===== src/rtl/ase_pkg.sv =====
// ----------------------------------------------------------------------------
// ase_pkg
// Shared types and constants for the advertising element extractor.
// ----------------------------------------------------------------------------
package ase_pkg;

    localparam logic [7:0] TYPE_RESET = 8'hff;

    typedef enum logic [2:0] {
        PH_LEN     = 3'd0,
        PH_TYPE    = 3'd1,
        PH_SKIP    = 3'd2,
        PH_PAYLOAD = 3'd3,
        PH_DONE    = 3'd4,
        PH_BAD     = 3'd5
    } t_phase;

    typedef enum logic [1:0] {
        OUT_FOUND  = 2'd0,
        OUT_ABSENT = 2'd1,
        OUT_BAD    = 2'd2
    } t_outcome;

    typedef struct packed {
        logic       is_summary;
        logic [7:0] data_byte;
        t_outcome   outcome;
        logic [6:0] payload_length;
        logic       final_res;
    } t_result;

    // up to two results per record byte: r0 first, r1 only with r0
    typedef struct packed {
        logic    v0;
        logic    v1;
        t_result r0;
        t_result r1;
    } t_push;

endpackage


===== src/rtl/ad_structure_type_extractor.sv =====
// ----------------------------------------------------------------------------
// ad_structure_type_extractor
// Walks an advertising record byte by byte and extracts the payload of the
// first element whose type matches the configured target.
// ----------------------------------------------------------------------------
// One record byte is taken per cycle while the queue has room. A taken byte
// passes through the input register and then into the result queue, from
// whose head its result is presented. Each byte yields at most one result,
// except a final byte that is also a payload byte, which yields the payload
// result and then the summary; those two leave the queue one after the other.
// Results wait in a queue of RES_DEPTH entries, and a byte moves from the
// input register into the parser only while the queue has two free entries,
// so with a consumer that is always ready the sustained rate is one byte per
// cycle. target_type is to be written through i_cfg_we/i_cfg_data only
// while the block is idle, not enforced by the block; it resets to 0xff.
module ad_structure_type_extractor
    import ase_pkg::*;
#(
    parameter int RES_DEPTH = 4
) (
    input  logic       i_clk,
    input  logic       i_rst_n,
    input  logic       i_cfg_we,
    input  logic [7:0] i_cfg_data,
    input  logic       i_valid,
    output logic       o_ready,
    input  logic [7:0] i_ad_byte,
    input  logic       i_last_byte,
    output logic       o_valid,
    input  logic       i_ready,
    output logic       o_is_summary,
    output logic [7:0] o_data_byte,
    output logic [1:0] o_outcome,
    output logic [6:0] o_payload_length,
    output logic       o_final_res
);

    logic [7:0] r_target;
    logic       r_in_valid;
    logic [7:0] r_in_byte;
    logic       r_in_last;
    logic       room;
    logic       go;
    t_push      push;
    t_result    res;

    assign go      = r_in_valid && room;
    assign o_ready = !r_in_valid || go;

    always_ff @(posedge i_clk) begin
        if (!i_rst_n) begin
            r_target   <= TYPE_RESET;
            r_in_valid <= 1'b0;
        end else begin
            if (i_cfg_we) begin
                r_target <= i_cfg_data;
            end
            if (o_ready) begin
                r_in_valid <= i_valid;
            end
        end
    end

    // request payload register
    always_ff @(posedge i_clk) begin
        if (o_ready && i_valid) begin
            r_in_byte <= i_ad_byte;
            r_in_last <= i_last_byte;
        end
    end

    ase_parser u_parser (
        .i_clk    (i_clk),
        .i_rst_n  (i_rst_n),
        .i_go     (go),
        .i_byte   (r_in_byte),
        .i_last   (r_in_last),
        .i_target (r_target),
        .o_push   (push)
    );

    ase_res_fifo #(
        .DEPTH (RES_DEPTH)
    ) u_res_fifo (
        .i_clk   (i_clk),
        .i_rst_n (i_rst_n),
        .i_push  (push),
        .o_room  (room),
        .o_valid (o_valid),
        .i_ready (i_ready),
        .o_res   (res)
    );

    assign o_is_summary     = res.is_summary;
    assign o_data_byte      = res.data_byte;
    assign o_outcome        = res.outcome;
    assign o_payload_length = res.payload_length;
    assign o_final_res      = res.final_res;

endmodule


===== src/rtl/ase_parser.sv =====
// ----------------------------------------------------------------------------
// ase_parser
// Per-byte element walker: tracks length/type/value phases of the record and
// produces the payload results and, on the last byte, the summary result.
// ----------------------------------------------------------------------------
module ase_parser
    import ase_pkg::*;
(
    input  logic       i_clk,
    input  logic       i_rst_n,
    input  logic       i_go,
    input  logic [7:0] i_byte,
    input  logic       i_last,
    input  logic [7:0] i_target,
    output t_push      o_push
);

    t_phase     r_phase,     n_phase,     st_phase;
    logic [6:0] r_remaining, n_remaining, st_remaining;
    logic [6:0] r_elen,      n_elen,      st_elen;
    t_outcome   r_verdict,   n_verdict,   st_verdict;
    logic [6:0] rem_dec;

    assign rem_dec = r_remaining - 7'd1;

    // next state
    always_comb begin
        st_phase     = r_phase;
        st_remaining = r_remaining;
        st_elen      = r_elen;
        st_verdict   = r_verdict;
        unique case (r_phase)
            PH_LEN: begin
                if (i_byte == 8'd0 || i_byte[7] || i_last) begin
                    st_phase   = PH_BAD;
                    st_verdict = OUT_BAD;
                end else begin
                    st_elen  = i_byte[6:0];
                    st_phase = PH_TYPE;
                end
            end
            PH_TYPE: begin
                st_remaining = r_elen - 7'd1;
                if (i_byte == i_target) begin
                    if (st_remaining == 7'd0) begin
                        st_phase   = PH_DONE;
                        st_verdict = OUT_ABSENT;
                    end else begin
                        st_phase   = PH_PAYLOAD;
                        st_verdict = OUT_FOUND;
                    end
                end else begin
                    st_phase = (st_remaining == 7'd0) ? PH_LEN : PH_SKIP;
                end
            end
            PH_SKIP, PH_PAYLOAD: begin
                st_remaining = rem_dec;
                if (rem_dec == 7'd0) begin
                    st_phase = (r_phase == PH_PAYLOAD) ? PH_DONE : PH_LEN;
                end
            end
            default: begin
            end
        endcase

        if (i_last) begin
            n_phase     = PH_LEN;
            n_remaining = 7'd0;
            n_elen      = 7'd0;
            n_verdict   = OUT_ABSENT;
        end else begin
            n_phase     = st_phase;
            n_remaining = st_remaining;
            n_elen      = st_elen;
            n_verdict   = st_verdict;
        end
    end

    // results
    always_comb begin
        t_result pay;
        t_result summ;
        logic    has_pay;
        pay                = '0;
        pay.is_summary     = 1'b0;
        pay.data_byte      = i_byte;
        pay.outcome        = OUT_FOUND;
        summ               = '0;
        summ.is_summary    = 1'b1;
        summ.final_res     = 1'b1;
        priority if (st_phase == PH_BAD || st_remaining != 7'd0) begin
            summ.outcome = OUT_BAD;
        end else if (st_phase == PH_DONE && st_verdict == OUT_FOUND) begin
            summ.outcome        = OUT_FOUND;
            summ.payload_length = st_elen - 7'd1;
        end else begin
            summ.outcome = OUT_ABSENT;
        end
        has_pay   = (r_phase == PH_PAYLOAD);
        o_push.v0 = i_go && (has_pay || i_last);
        o_push.v1 = i_go && has_pay && i_last;
        o_push.r0 = has_pay ? pay : summ;
        o_push.r1 = summ;
    end

    always_ff @(posedge i_clk) begin
        if (!i_rst_n) begin
            r_phase     <= PH_LEN;
            r_remaining <= 7'd0;
            r_elen      <= 7'd0;
            r_verdict   <= OUT_ABSENT;
        end else if (i_go) begin
            r_phase     <= n_phase;
            r_remaining <= n_remaining;
            r_elen      <= n_elen;
            r_verdict   <= n_verdict;
        end
    end

`ifndef SYNTHESIS
    a_clear_after_last: assert property (@(posedge i_clk) disable iff (!i_rst_n)
        (i_go && i_last) |=> (r_phase == PH_LEN && r_remaining == 7'd0))
        else $error("record state not cleared after last byte");

    a_counting_nonzero: assert property (@(posedge i_clk) disable iff (!i_rst_n)
        (r_phase == PH_PAYLOAD || r_phase == PH_SKIP) |-> (r_remaining != 7'd0))
        else $error("element phase with nothing remaining");

    a_pair_order: assert property (@(posedge i_clk) disable iff (!i_rst_n)
        o_push.v1 |-> (o_push.v0 && !o_push.r0.is_summary && o_push.r1.is_summary))
        else $error("payload and summary pushed out of order");
`endif

endmodule


===== src/rtl/ase_res_fifo.sv =====
// ----------------------------------------------------------------------------
// ase_res_fifo
// Small result queue taking up to two results per cycle, one out per cycle while the consumer is ready.
// ----------------------------------------------------------------------------
module ase_res_fifo
    import ase_pkg::*;
#(
    parameter int DEPTH = 4
) (
    input  logic    i_clk,
    input  logic    i_rst_n,
    input  t_push   i_push,
    output logic    o_room,
    output logic    o_valid,
    input  logic    i_ready,
    output t_result o_res
);

    localparam int PW = (DEPTH > 1) ? $clog2(DEPTH) : 1;
    localparam int CW = $clog2(DEPTH + 1);

    t_result        r_slot [DEPTH];
    logic [PW-1:0]  r_wr_ptr, n_wr_ptr, wr_ptr1;
    logic [PW-1:0]  r_rd_ptr, n_rd_ptr;
    logic [CW-1:0]  r_count, n_count, push_n;
    logic           pop;

    function automatic logic [PW-1:0] ptr_inc(input logic [PW-1:0] p);
        return (p == PW'(DEPTH - 1)) ? '0 : p + PW'(1);
    endfunction

    assign o_room  = (r_count <= CW'(DEPTH - 2));
    assign o_valid = (r_count != '0);
    assign o_res   = r_slot[r_rd_ptr];
    assign pop     = o_valid && i_ready;
    assign wr_ptr1 = ptr_inc(r_wr_ptr);
    assign push_n  = CW'(i_push.v0) + CW'(i_push.v1);

    always_comb begin
        n_wr_ptr = r_wr_ptr;
        if (i_push.v1) begin
            n_wr_ptr = ptr_inc(wr_ptr1);
        end else if (i_push.v0) begin
            n_wr_ptr = wr_ptr1;
        end
        n_rd_ptr = pop ? ptr_inc(r_rd_ptr) : r_rd_ptr;
        n_count  = r_count + push_n - CW'(pop);
    end

    always_ff @(posedge i_clk) begin
        if (!i_rst_n) begin
            r_wr_ptr <= '0;
            r_rd_ptr <= '0;
            r_count  <= '0;
        end else begin
            r_wr_ptr <= n_wr_ptr;
            r_rd_ptr <= n_rd_ptr;
            r_count  <= n_count;
        end
    end

    always_ff @(posedge i_clk) begin
        if (i_push.v0) begin
            r_slot[r_wr_ptr] <= i_push.r0;
        end
        if (i_push.v1) begin
            r_slot[wr_ptr1] <= i_push.r1;
        end
    end

`ifndef SYNTHESIS
    a_no_overflow: assert property (@(posedge i_clk) disable iff (!i_rst_n)
        r_count <= CW'(DEPTH))
        else $error("result queue overflow");

    a_push_has_room: assert property (@(posedge i_clk) disable iff (!i_rst_n)
        i_push.v0 |-> o_room)
        else $error("push without two free slots");

    a_pop_only: assert property (@(posedge i_clk) disable iff (!i_rst_n)
        (pop && !i_push.v0) |=> (r_count == $past(r_count) - CW'(1)))
        else $error("count not decremented on pop");
`endif

endmodule

===== config.mk =====
export PLATFORM = sky130hd
export DESIGN_NAME = ad_structure_type_extractor
export DESIGN_NICKNAME = d
export VERILOG_FILES = /design/src/rtl/ase_pkg.sv /design/src/rtl/ad_structure_type_extractor.sv /design/src/rtl/ase_parser.sv /design/src/rtl/ase_res_fifo.sv
export SDC_FILE = /design/constraint.sdc
export NUM_CORES = 1
export LEC_CHECK = 0
export BUFFER_PORTS_ARGS = -buffer_cell sky130_fd_sc_hd__buf_2
export CAP_MARGIN = 30
export CORE_ASPECT_RATIO = 1.25
export CORE_MARGIN = 3
export CORE_UTILIZATION = 50
export DETAILED_ROUTE_END_ITERATION = 12
export PLACE_DENSITY = 0.71
export SLEW_MARGIN = 0
export SYNTH_ARGS = -nofsm -noshare
export SYNTH_HDL_FRONTEND = slang
export SYNTH_SLANG_ARGS = --single-unit

===== constraint.sdc =====
create_clock -name i_clk -period 2.45 [get_ports i_clk]
set_input_delay 0.49 -clock i_clk [delete_from_list [all_inputs] [get_ports i_clk]]
set_output_delay 0.49 -clock i_clk [all_outputs]
set_load 0.01 [all_outputs]

# [After elaboration in Yosys (flattened, before gate mapping)]
# Memory sizes are Yosys's and may differ from the RTL's. A register that Yosys moved wholly into a read port is not among the register bits.
# Index checks and enable logic that the tools add are counted.
[totals] in_bits=22 reg_bits=44 mem_count=1 output_inout_bits=21 elab_cells=87 ram_bits=76
[classes] order_cmp=1 muxes=34 n_addsub=9 n_reduce_logical=22 eq_ne=9
[memory_table] memory="u_res_fifo.r_slot" depth=4 width=19 read_ports=1 rd_ports_with_merged_regs=1 write_ports=2 line_no="ase_res_fifo.sv:22" rtl="t_result r_slot [DEPTH];"
[op_table] operator="two-way mux 7 bit" count=6
[op_table] operator="two-way mux 2 bit" count=12
[op_table] operator="subtractor 7 x 1 -> 7 bit, second input constant" count=3
[op_table] operator="two-way mux 19 bit" count=1
[op_table] operator="two-way mux 3 bit" count=6
[op_table] operator="zero test 7 bit" count=2
[op_table] operator="one-hot mux 7 bit (2 select lines)" count=1
[op_table] operator="one-hot mux 3 bit (3 select lines)" count=1
[op_table] operator="equality test 8 bit" count=1
[op_table] operator="zero test 8 bit" count=1
[op_table] operator="logical AND 1 bit" count=7
[op_table] operator="nonzero test 7 bit" count=1
[op_table] operator="adder 2 x 1 -> 2 bit, second input constant" count=3
[op_table] operator="equality test 2 bit, second input constant" count=3
[op_table] operator="equality test 3 x 2 -> 1 bit, second input constant" count=2
[op_table] operator="equality test 3 bit, second input constant" count=2
[op_table] operator="two-way mux 1 bit" count=6
[op_table] operator="logical OR 1 bit" count=5
[op_table] operator="one-hot mux 2 bit (2 select lines)" count=1
[op_table] operator="adder 3 bit" count=1
[op_table] operator="equality test 3 x 1 -> 1 bit, second input constant" count=1
[op_table] operator="less-or-equal comparator 3 x 2 -> 1 bit, second input constant" count=1
[op_table] operator="zero test 3 bit" count=1
[op_table] operator="nonzero test 3 bit" count=1
[op_table] operator="6 further kinds" count=6

# [Longest topological paths before layout]
# Gate-level depths: netlist of run 1.
[logic_depth] word_depth=10 depth_mapped=14 depth_no_buf=11

# [Modules after synthesis]
# From an unflattened synthesis of run 1, not the netlist that was laid out.
[hier_totals] cells_unflattened=562 hier_area_um2=7003.0
[by_module_without_submodules] mod="ase_res_fifo" seq_area_each_um2=2462.4 cells_each=247 n_inst=1 area_per_inst_um2=4222.8
[by_module_without_submodules] mod="ase_parser" seq_area_each_um2=380.4 cells_each=274 n_inst=1 area_per_inst_um2=2163.3
[by_module_without_submodules] mod="ad_structure_type_extractor" seq_area_each_um2=450.4 cells_each=41 n_inst=1 area_per_inst_um2=616.8

# [Least setup slack after synthesis of run 1]
# No wires, ideal clock.
[synth_path] path_kind="register -> register" start="register u_parser.r_phase[1]" end="register u_res_fifo.r_count[2]" arrival_time_ns=2.610 n_path_buf=3 setup_ns=0.115 synth_period_minus_slack_ns=2.725 slack_ns=-0.275 stages_incl_launch_ff=14 t_required_ns=2.335 path_cell_list="dfxtp_1 -> buf_2 -> nand2_1 -> nor2_1 -> buf_2 -> o21a_1 -> clkbuf_1 -> ha_1 -> inv_1 -> ha_1 -> fa_1 -> xor2_1 -> xnor2_1 -> and2_1"
[synth_via] elab_chain_len=6 word_cells_on_any_way=8 classes_between="3 x add/sub; 1 x eq/ne; 4 x reduce/logical"
[synth_rtl] item="start, declared" line_no="ase_parser.sv:18" rtl="t_phase r_phase, n_phase, st_phase;"
[synth_rtl] item="start signal, assigned" line_no="ase_parser.sv:113" rtl="r_phase <= n_phase;"
[synth_rtl] item="equality test 3 x 2 -> 1 bit (*)" line_no="ase_parser.sv:99" rtl="has_pay = (r_phase == PH_PAYLOAD);"
[synth_rtl] item="logical OR 1 bit or logical AND 1 bit (tied branches)" line_no="ase_parser.sv:100, ase_parser.sv:101"
[synth_rtl] item="logical AND 1 bit (on tied branches)" line_no="ase_parser.sv:100, ase_parser.sv:101"
[synth_rtl] item="adder 1 x 1 -> 2 bit (*)" line_no="ase_res_fifo.sv:37" rtl="assign push_n = CW'(i_push.v0) + CW'(i_push.v1);"
[synth_rtl] item="adder 3 bit (*)" line_no="ase_res_fifo.sv:47" rtl="n_count = r_count + push_n - CW'(pop);"
[synth_rtl] item="subtractor 3 x 1 -> 3 bit (*)" line_no="ase_res_fifo.sv:47"
[synth_rtl] item="end signal, assigned" line_no="ase_res_fifo.sv:58" rtl="r_count <= n_count;"
[synth_rtl] item="end, declared" line_no="ase_res_fifo.sv:25" rtl="logic [CW-1:0] r_count, n_count, push_n;"
# Mark *: on every way between the ends. The rest lies on a longest branch, timed or not.
# A chain may end at the register's enable or synchronous reset.

==> metrics, run 1 <==
most frequent cells in the layout=buf_4, dfxtp_1, nand2_1; worst hold margin=251 ps; met2 WL post-DR=8920 µm; metal3 WL=1110 µm; pwr/cell area=811 nW/µm²; achievable clock frequency=0.384 GHz; Die Height=129 µm; clock sink total=118; layout cell share with drive strength beyond 1=36.0%; Peak VDD IR=481 µV; Layout fillers=812; global-route wire length before repair=26,000 µm; dpl ws=-86.5 ps; CTS tree=yes; critical path class=reg -> reg; Tcrit/Tclk final=106%; Die Width=105 µm; Tot Pwr=6.59 mW; area of the multi-input gates=3600 µm²; Final Hold Vio Count=0; sequential fraction of the synthesis area=46.3%; Synth area leader=dfxtp_1; met1 wire length=6710 µm; ys flop type=dfxtp_1; Vias/cell=6.09; final number of setup-violating endpoints=17; Worst-Margin Slew=816 ps; fraction of registers with async set/reset=0%; run status=finished with violations; full die area=13,500 µm²; CP required=2610 ps; RD Place Congestion=0.923; drt drc=0; Slew Limit Fails=0; remaining antenna violation count=0; HP Class=in -> reg; H-tree levels=4; Avg Cell Area, Syn=10.1 µm²; Startpoint Class=flop; final worst slack=-151 ps; leakage=3.04 nW; Clock Skew=6.37 ps; RSZ-0062 raised after global routing=yes; Antenna Cells=0; Root Buffer=clkbuf_16; commonest non-fill, non-tap cell in the layout=buf_4; drt pass-1 iters=5; final cell count without fillers=866; wire per inst=19.8 µm; Critical Path AT=2760 ps; register area=2820 µm²; Skew-Pair Late Insertion Delay=410 ps; antenna violations before repair=0; num rows=44; Via Count=5,277; Post-DP HPWL=11,000 µm; Clock transition at path regs=50 ps; DRT iter0 DRCs=460; post-route setup TNS=-1490 ps; GRT Util Overall=24.6%; synthesis-to-finish area growth=33.9%; Net Count, Synth=640; cts bufs inserted=17; CP Capture Type=flop; failing checks=setup timing; Unique masters post-synth=64; post-synth top area share=24.1%; Mapped Area=6070 µm²; #FFs+latches synth=118; vias in the first global route=5,216; Detailed Route WL=17,200 µm; hold_buf cts=0; max cap viols=0; Final Critical Period=2600 ps; top post-synthesis cells by area=dfxtp_1, edfxtp_1, mux4_2; initial core utilization=51.8%; Ys Warns=0; relative slew slack=44.1%; Port-buffer cells=42; CORE AREA=11,700 µm²; Synth Instances=599; worst-path fanout max=6; Bufs on Longest Clock Path=2; Final #Nets=733; Highest Signal Layer=met4; Post-synth EDFFs=45; Placed Cells=824; largest net degree at the start of global routing=37; io pins=43; total gr overflow=0
==> stage by stage <==
step                      util (%)  area [µm²]
after floorplan                  -        6110
after CTS                     65.3        7650
after detailed placement      58.3        6840
final                         69.3        8130
after global placement        58.3        6840
after global routing          69.3        8130
==> cell usage after synthesis, drive strengths merged (3+ instances only) <==
cell type / instances
edfxtp: 45
a21oi: 37
buf: 18
nor4: 6
o21ai: 11
mux2i: 15
nand3: 15
a22oi: 13
a21o: 6
inv: 18
nand2b: 10
a32oi: 4
nand2: 65
or3: 5
dfxtp: 73
o31ai: 5
nor3: 38
nor2: 19
o211a: 3
nor2b: 19
clkbuf: 30
nand4: 34
and2: 15
xor2: 7
ha: 18
a211oi: 3
mux4: 18
o22a: 3
a31oi: 3
a21boi: 4
xnor2: 13
==> path summary, 6_finish.rpt <==
path | endpoint | depth (start not counted) | start | slack, ps
min reg2reg | u_res_fifo.r_slot[0][14] | 2 | u_res_fifo.r_slot[0][14] | 450
min | r_in_byte[2] | 1 | i_ad_byte[2] | 250
max reg2reg | u_res_fifo.r_slot[0][5] | 10 | u_parser.r_phase[2] | -150
max | u_res_fifo.r_slot[0][5] | 10 | u_parser.r_phase[2] | -150
==> layout make-up <==
type                       instances  area share [%]
clock buffer                      24            5.94
clock inverter                     8           0.877
inverter                          18           0.831
multi-input combinational        415            44.3
sequential                       118            34.7
tap                              161            2.48
timing repair buffer             122            10.8
==> repair_timing <==
action                                  in CTS  in global routing
setup buffers                                4                  3
cloned                                       2                  1
gates resized for setup                     37                 75
pin swaps                                   13                 48
endpoints found under the setup margin      37                 37
==> kinds of logic after synthesis <==
kind of cell,count (synthesis),share of synthesized area (%)
AOI/OAI and AO/OA,104,12.0
xor gates and xnor gates,20,2.88
adders and majority gates,19,4.04
buffers and inverters,66,4.49
DFF,118,46.3
muxes,34,9.33
and+or+nand+nor,238,21.0
==> state kept, by name, indices dropped and copies added (netlist names), 3 cells and up, named ones only <==
signal / count
r_in_byte: 8
u_res_fifo.r_slot: 72
u_parser.r_elen: 7
r_target: 8
u_parser.r_remaining: 7
u_res_fifo.r_count: 3
u_parser.r_phase: 3
==> power breakdown <==
| group | leakage (nW) | internal, mW | switching (mW) |
|---|---|---|---|
| Sequential | 1.04 | 2.16 | 0.0875 |
| Clock | 0.273 | 1.47 | 0.852 |
| Combinational | 1.73 | 0.866 | 1.16 |
| Total | 3.04 | 4.50 | 2.10 |
==> worst max-delay path: stages, from the launching register on <==
cell,delay [ps]
dfxtp_1,400
nor3_1,540
nand2_2,210
mux2_4,360
inv_2,70
ha_4,150
nand2_2,50
xor2_1,130
nor2_1,90
a21oi_4,250
nor3_2,80
==> metal layers <==
metal | global-route usage (%) | vias to the layer above
met3 | 5.48 | 43
met5 | 0 | -
li1 | - | 2402
met1 | 29.1 | 2587
met4 | 9.62 | 0
met2 | 43.6 | 245
(Power assumes the default switching activity.)
==> run 2, diff against run 1 <==
--- a/config.mk
+++ b/config.mk
@@ -5,6 +5,7 @@
 export SDC_FILE = /design/constraint.sdc
 export NUM_CORES = 1
 export LEC_CHECK = 0
+export ABC_CLOCK_PERIOD_IN_PS = 2450
 export BUFFER_PORTS_ARGS = -buffer_cell sky130_fd_sc_hd__buf_2
 export CAP_MARGIN = 30
 export CORE_ASPECT_RATIO = 1.25
@@ -16,3 +17,4 @@
 export SYNTH_ARGS = -nofsm -noshare
 export SYNTH_HDL_FRONTEND = slang
 export SYNTH_SLANG_ARGS = --single-unit
+export TNS_END_PERCENT = 10
==> run 2 against run 1 <==
  * The flow still finishes with violations (setup timing)
  * Die area unchanged
  * Routed wire length decreased by 3.2%
  * Register-to-register slack gained 60 ps
  * Critical path type unchanged
  * Critical endpoint is now u_res_fifo.r_slot[1][5]
  * Largest power group unchanged
==> metrics, run 2 (synthesis gave the netlist of run 1 again) <==
Sw Pwr=1.99 mW (-5.2%); Critical Path AT=2690 ps (-70 ps); max cap viols=0 (unchanged); io pins=43 (unchanged); leakage=3.02 nW (-0.83%); Slew Limit Fails=0 (unchanged); CP required=2600 ps (about the same); run status=finished with violations; CP max-delay cell=nor3_1; clock sink total=118 (unchanged); initial core utilization=51.8% (unchanged); largest reg by FF count=u_res_fifo.r_slot; CTS tree=yes; Startpoint Class=flop; Tcrit/Tclk final=104% (-2.5 points); r2r setup slk=-90 ps (+60 ps); worst hold start=i_ad_byte[2]; total gr overflow=0 (unchanged); Cell Chain, Critical Path=nor3_1, nand2_2, mux2_4, inv_2, ha_4, nand2_1, xor2_1, nor2_1, a21oi_2, nor3_2; drt drc=0 (unchanged); pwr/cell area=811 nW/µm² (about the same); CP Capture Type=flop; most frequent cells in the layout=buf_4, dfxtp_1, nand2_1; dpl cell area=6840 µm² (unchanged); CORE AREA=11,700 µm² (unchanged); num rows=44 (unchanged); failing checks=setup timing; final number of setup-violating endpoints=35 (+18); synthesis-to-finish area growth=31.0%; Hold Path Sink=r_in_byte[2]; cts bufs inserted=17 (unchanged); drt pass-1 iters=5 (unchanged); Skew-Pair Late Insertion Delay=410 ps (about the same); Final Critical Period=2540 ps (-61.1 ps); Final #Nets=731 (-0.27%); commonest non-fill, non-tap cell in the layout=buf_4; vias in the first global route=5,243 (+0.52%); Sw Share=30.8% (-1.0 points); Final Hold Vio Count=0 (unchanged); remaining antenna violation count=0 (unchanged); Clock transition at path regs=50 ps (about the same); RD Place Congestion=0.923 (unchanged); Largest regs=u_res_fifo.r_slot x72, r_in_byte x8, r_target x8; FF-to-FF Start=u_parser.r_phase[2]; Via Count=5,269 (-0.15%); Die Height=129 µm (unchanged); Post-DP HPWL=11,000 µm (unchanged); layout cell share with drive strength beyond 1=35.3% (-0.75 points); full die area=13,500 µm² (unchanged); final cell count without fillers=864 (-0.23%); dpl ws=-86.5 ps (unchanged); hold_buf cts=0 (unchanged); Bufs on Longest Clock Path=2 (unchanged); final worst slack=-90.1 ps (+61.1 ps); Vias/cell=6.10 (about the same); Flop pwr share=34.8% (+0.8 points); cell-internal power=4.46 mW (-0.69%); Clock Skew=9.25 ps (+2.88 ps); worst-path fanout max=6 (unchanged); Crit path largest cell delay=540 ps (about the same); relative slew slack=50.0% (+5.9 points); register area=2820 µm² (unchanged); Worst-Margin Slew=742 ps (-73.7 ps); achievable clock frequency=0.394 GHz (+2.4%); Post-Layout Inst Area=7950 µm² (-2.2%); antenna violations before repair=0 (unchanged); max reg flops=72 (unchanged); Layout fillers=850 (+4.7%); largest net degree at the start of global routing=37 (unchanged); DRT iter0 DRCs=513 (+12%); wire per inst=19.2 µm (-3.0%); area of the multi-input gates=3440 µm² (-4.5%); r2r endpoint=u_res_fifo.r_slot[1][5]; Root Buffer=clkbuf_16; Antenna Cells=0 (unchanged); RSZ-0062 raised after global routing=yes; worst hold path stage count=1 (unchanged); GRT Util Overall=24.5% (-0.059 points); critical path class=reg -> reg; Detailed Route WL=16,600 µm (-3.2%); Tot Pwr=6.45 mW (-2.1%); Clk network pwr share=36.0% (+0.7 points); Die Width=105 µm (unchanged); Peak VDD IR=440 µV (-8.6%); H-tree levels=4 (unchanged); HP Class=in -> reg; Placed Cells=824 (unchanged); Port-buffer cells=42 (unchanged); global-route wire length before repair=25,900 µm (about the same); combinational share of power=29.2% (-1.5 points); Reg2Reg Depth=10 (unchanged)
-- run 2: changes by cell type in the layout (fill, tap and decap cells not counted), sizes merged --
cell	previous run	this run
buf	121	119
-- run 2: per-stage QoR --
stage	hold slack, ps	utilization [%]	TNS, ps
after CTS	243	65.1	-24.1
final	253	67.8	-1320
after global routing	239	67.8	-5610
after floorplan	421	-	-3.79
after detailed placement	447	58.3	-675
after global placement	431	58.3	0
-- run 2: worst max path at each step --
| stage | from | to |
|---|---|---|
| 2_1_floorplan | u_parser.r_phase[1] | u_res_fifo.r_count[2] |
| 3_5_place_dp | u_parser.r_elen[1] | u_res_fifo.r_slot[2][8] |
| 6_report | u_parser.r_phase[2] | u_res_fifo.r_slot[1][5] |
| 5_1_grt | u_parser.r_phase[2] | u_res_fifo.r_slot[1][5] |
| 4_1_cts | u_parser.r_elen[1] | u_res_fifo.r_slot[1][3] |
| 3_3_place_gp | u_parser.r_elen[1] | u_res_fifo.r_slot[3][8] |
-- run 2: per-layer routing --
layer	global-route usage, %	share of wire, %	up-vias
met5	0	0	-
met4	10.6	3.0	0
met3	5.28	7.3	52
met2	43.3	52	269
met1	28.9	38	2548
li1	-	-	2400
-- run 2: final cells by class --
cell class                 count  area share (%)
clock buffer                  24            6.07
clock inverter                 8           0.897
inverter                      18           0.850
multi-input combinational    415            43.3
sequential                   118            35.5
tap                          161            2.53
timing repair buffer         120            10.9
-- run 2: critical path, delay by kind of cell, from the launching register on --
kind	cells	cell delay, ps
buf+inv	1	70
compound gates	1	250
xor+xnor	1	130
flops	1	380
simple gates	5	950
fa+ha+maj	1	150
mux	1	350
-- run 2: timing repair --
item                       in CTS  in global routing
gates resized for setup        33                 53
pin swaps                      11                 21
setup endpoints to repair      37                 37
buffers inserted                4                  1
gates cloned                    2                  1
-- run 2: power by group through the flow --
stage	clock network, mW	logic (mW)	registers (mW)
2_1_floorplan	0	0.984	2.24
3_3_place_gp	0	1.37	2.26
3_5_place_dp	0	1.42	2.27
4_1_cts	2.34	1.67	2.24
5_1_grt	2.43	2.02	2.26
6_report	2.32	1.88	2.24
==> run 3, diff against run 2 <==
--- a/config.mk
+++ b/config.mk
@@ -8,7 +8,7 @@
 export ABC_CLOCK_PERIOD_IN_PS = 2450
 export BUFFER_PORTS_ARGS = -buffer_cell sky130_fd_sc_hd__buf_2
 export CAP_MARGIN = 30
-export CORE_ASPECT_RATIO = 1.25
+export CORE_ASPECT_RATIO = 0.75
 export CORE_MARGIN = 3
 export CORE_UTILIZATION = 50
 export DETAILED_ROUTE_END_ITERATION = 12
==> run 3 against run 2 <==
  * The run still ends with setup timing left
  * Sequential cell count is the same
  * Clock power is 5% higher
  * First-iteration DRC count grew 26%
  * Utilization down 0.66 points
  * Sequential power hardly changed
  * Die area is essentially flat
  * Final cell count did not move
  * Sequential share of layout area increased by 0.24 points
  * Via count shrank 1.3%
  * Global-route usage fell by 0.25 points
  * Clock-buffer cell count rose by 2
  * Non-clock buffer count shrank 1
==> metrics, run 3 (synthesis gave the netlist of run 1 again) <==
run status=finished with violations; failing checks=setup timing; combinational share of power=27.9% (-1.3 points); Placed Cells=826 (+0.24%); Largest regs=u_res_fifo.r_slot x72, r_in_byte x8, r_target x8; pwr/cell area=823 nW/µm² (+1.5%); HP Class=in -> reg; Port-buffer cells=42 (unchanged); Clk network pwr share=37.6% (+1.6 points); Final Hold Vio Count=0 (unchanged); max reg flops=72 (unchanged); CP Capture Type=flop; worst-path fanout max=8 (+2); Final Critical Period=2520 ps (-17.7 ps); Core Util, Final=67.2% (-0.66 points); CORE AREA=11,700 µm² (+0.13%); cts bufs inserted=17 (unchanged); drt pass-1 iters=6 (+1); crit path from=u_parser.r_elen[0]; remaining antenna violation count=0 (unchanged); DRT iter0 DRCs=647 (+26%); Tcrit/Tclk final=103% (-0.72 points); Antenna Cells=0 (unchanged); CP required=2670 ps (+70 ps); largest reg by FF count=u_res_fifo.r_slot; Sw Pwr=1.93 mW (-2.7%); global-route wire length before repair=25,300 µm (-2.6%); total gr overflow=0 (unchanged); worst hold margin=260 ps (+6.44 ps); full die area=13,500 µm² (about the same); largest net degree at the start of global routing=37 (unchanged); Vias/cell=6.02 (-1.3%); Worst-Margin Slew=693 ps (-48.7 ps); FF-to-FF Start=u_parser.r_elen[0]; Root Buffer=clkbuf_16; Post-DP HPWL=11,300 µm (+3.0%); Critical Path AT=2740 ps (+50 ps); drt drc=0 (unchanged); Via Count=5,199 (-1.3%); Slew Limit Fails=0 (unchanged); Layout fillers=902 (+6.1%); final worst slack=-72.4 ps (+17.7 ps); achievable clock frequency=0.396 GHz (+0.70%); cell-internal power=4.56 mW (+2.1%); commonest non-fill, non-tap cell in the layout=buf_4; relative slew slack=53.6% (+3.6 points); critical path class=reg -> reg; num rows=34 (-23%); Bufs on Longest Clock Path=2 (unchanged); max cap viols=0 (unchanged); vias in the first global route=4,942 (-5.7%); most frequent cells in the layout=buf_4, dfxtp_1, nand2_1; Startpoint Class=flop; Detailed Route WL=16,600 µm (about the same); Final #Nets=730 (-0.14%); Skew-Pair Late Insertion Delay=410 ps (about the same); clock sink total=118 (unchanged); GRT Util Overall=24.2% (-0.25 points); Die Height=101 µm (-21%); Tot Pwr=6.49 mW (+0.62%); io pins=43 (unchanged); Sw Share=29.8% (-1.0 points); initial core utilization=51.7% (-0.066 points); final number of setup-violating endpoints=13 (-63%); H-tree levels=4 (unchanged); Flop pwr share=34.5% (-0.3 points); synthesis-to-finish area growth=29.9%; wire per inst=19.2 µm (about the same); CTS tree=yes; Peak VDD IR=791 µV (+80%); Die Width=133 µm (+27%); worst hold start=i_ad_byte[7]; leakage=3.03 nW (+0.27%); Clock Skew=9.39 ps (+0.147 ps); antenna violations before repair=0 (unchanged); RSZ-0062 raised after global routing=yes; layout cell share with drive strength beyond 1=33.6% (-1.7 points); final cell count without fillers=864 (unchanged); RD Place Congestion=0.925 (+0.22%); Clock transition at path regs=50 ps (about the same); hold_buf cts=0 (unchanged)
## run 3: cell types whose count changed in the layout (fill, tap and decap cells not counted), sizes merged
cell / previous run / this run
clkinv: 5 / 4
buf: 119 / 117
inv: 19 / 18
clkbuf: 25 / 28
## run 3: metal layers
layer | global-route usage [%] | up-vias | part of all wire (%)
met2 | 38.1 | 247 | 47
met4 | 6.48 | 0 | 1.8
met3 | 7.85 | 36 | 8.6
met5 | 0 | - | 0
met1 | 32.8 | 2525 | 43
li1 | - | 2391 | -
## run 3: final timing paths
| path | end | cells past startpoint | slack (ps) |
|---|---|---|---|
| min | r_in_byte[7] | 1 | 260 |
| min reg2reg | u_res_fifo.r_slot[0][17] | 2 | 450 |
| max reg2reg | u_res_fifo.r_slot[3][6] | 10 | -70 |
| max | u_res_fifo.r_slot[3][6] | 10 | -70 |
## run 3: worst max-delay path, cell delays in order, from the launching register on
cell	delay [ps]
dfxtp_1	320
inv_1	90
ha_4	130
or3b_4	390
xor2_2	170
a221oi_2	90
a2111oi_2	360
buf_4	190
nand3_4	130
clkbuf_16	230
nor3_2	230
## run 3: final cells by class
class / count / area [µm²] / share of cell area, %
clock buffers: 26 / 533 / 6.76
clock inverters: 6 / 61.3 / 0.778
inverters: 18 / 70.1 / 0.889
multi-input cells: 415 / 3350 / 42.5
flip-flops and latches: 118 / 2820 / 35.7
well taps: 162 / 203 / 2.57
repair buffers: 119 / 852 / 10.8
## run 3: stage by stage
stage          TNS, ps  instance area, µm²  setup WS [ps]
6_report          -412                7890          -72.4
3_3_place_gp     -10.0                6860          -10.0
3_5_place_dp     -1510                6860           -117
2_1_floorplan    -3.79                6110          -3.79
4_1_cts          -15.0                7520          -15.0
5_1_grt          -4140                7890           -199
## run 3: power groups by stage
| stage | clock (mW) | combinational (mW) | sequential [mW] |
|---|---|---|---|
| after floorplan | 0 | 0.984 | 2.24 |
| after global placement | 0 | 1.40 | 2.26 |
| after detailed placement | 0 | 1.44 | 2.27 |
| after CTS | 2.47 | 1.48 | 2.24 |
| after global routing | 2.58 | 1.93 | 2.26 |
| final | 2.44 | 1.81 | 2.24 |
## run 3: what timing repair did
| item | 4_1_cts | 5_1_grt |
|---|---|---|
| setup endpoints to repair | 32 | 37 |
| pin swaps | 5 | 15 |
| cloned | 0 | 3 |
| setup buffers | 2 | 2 |
| resized for setup | 8 | 59 |
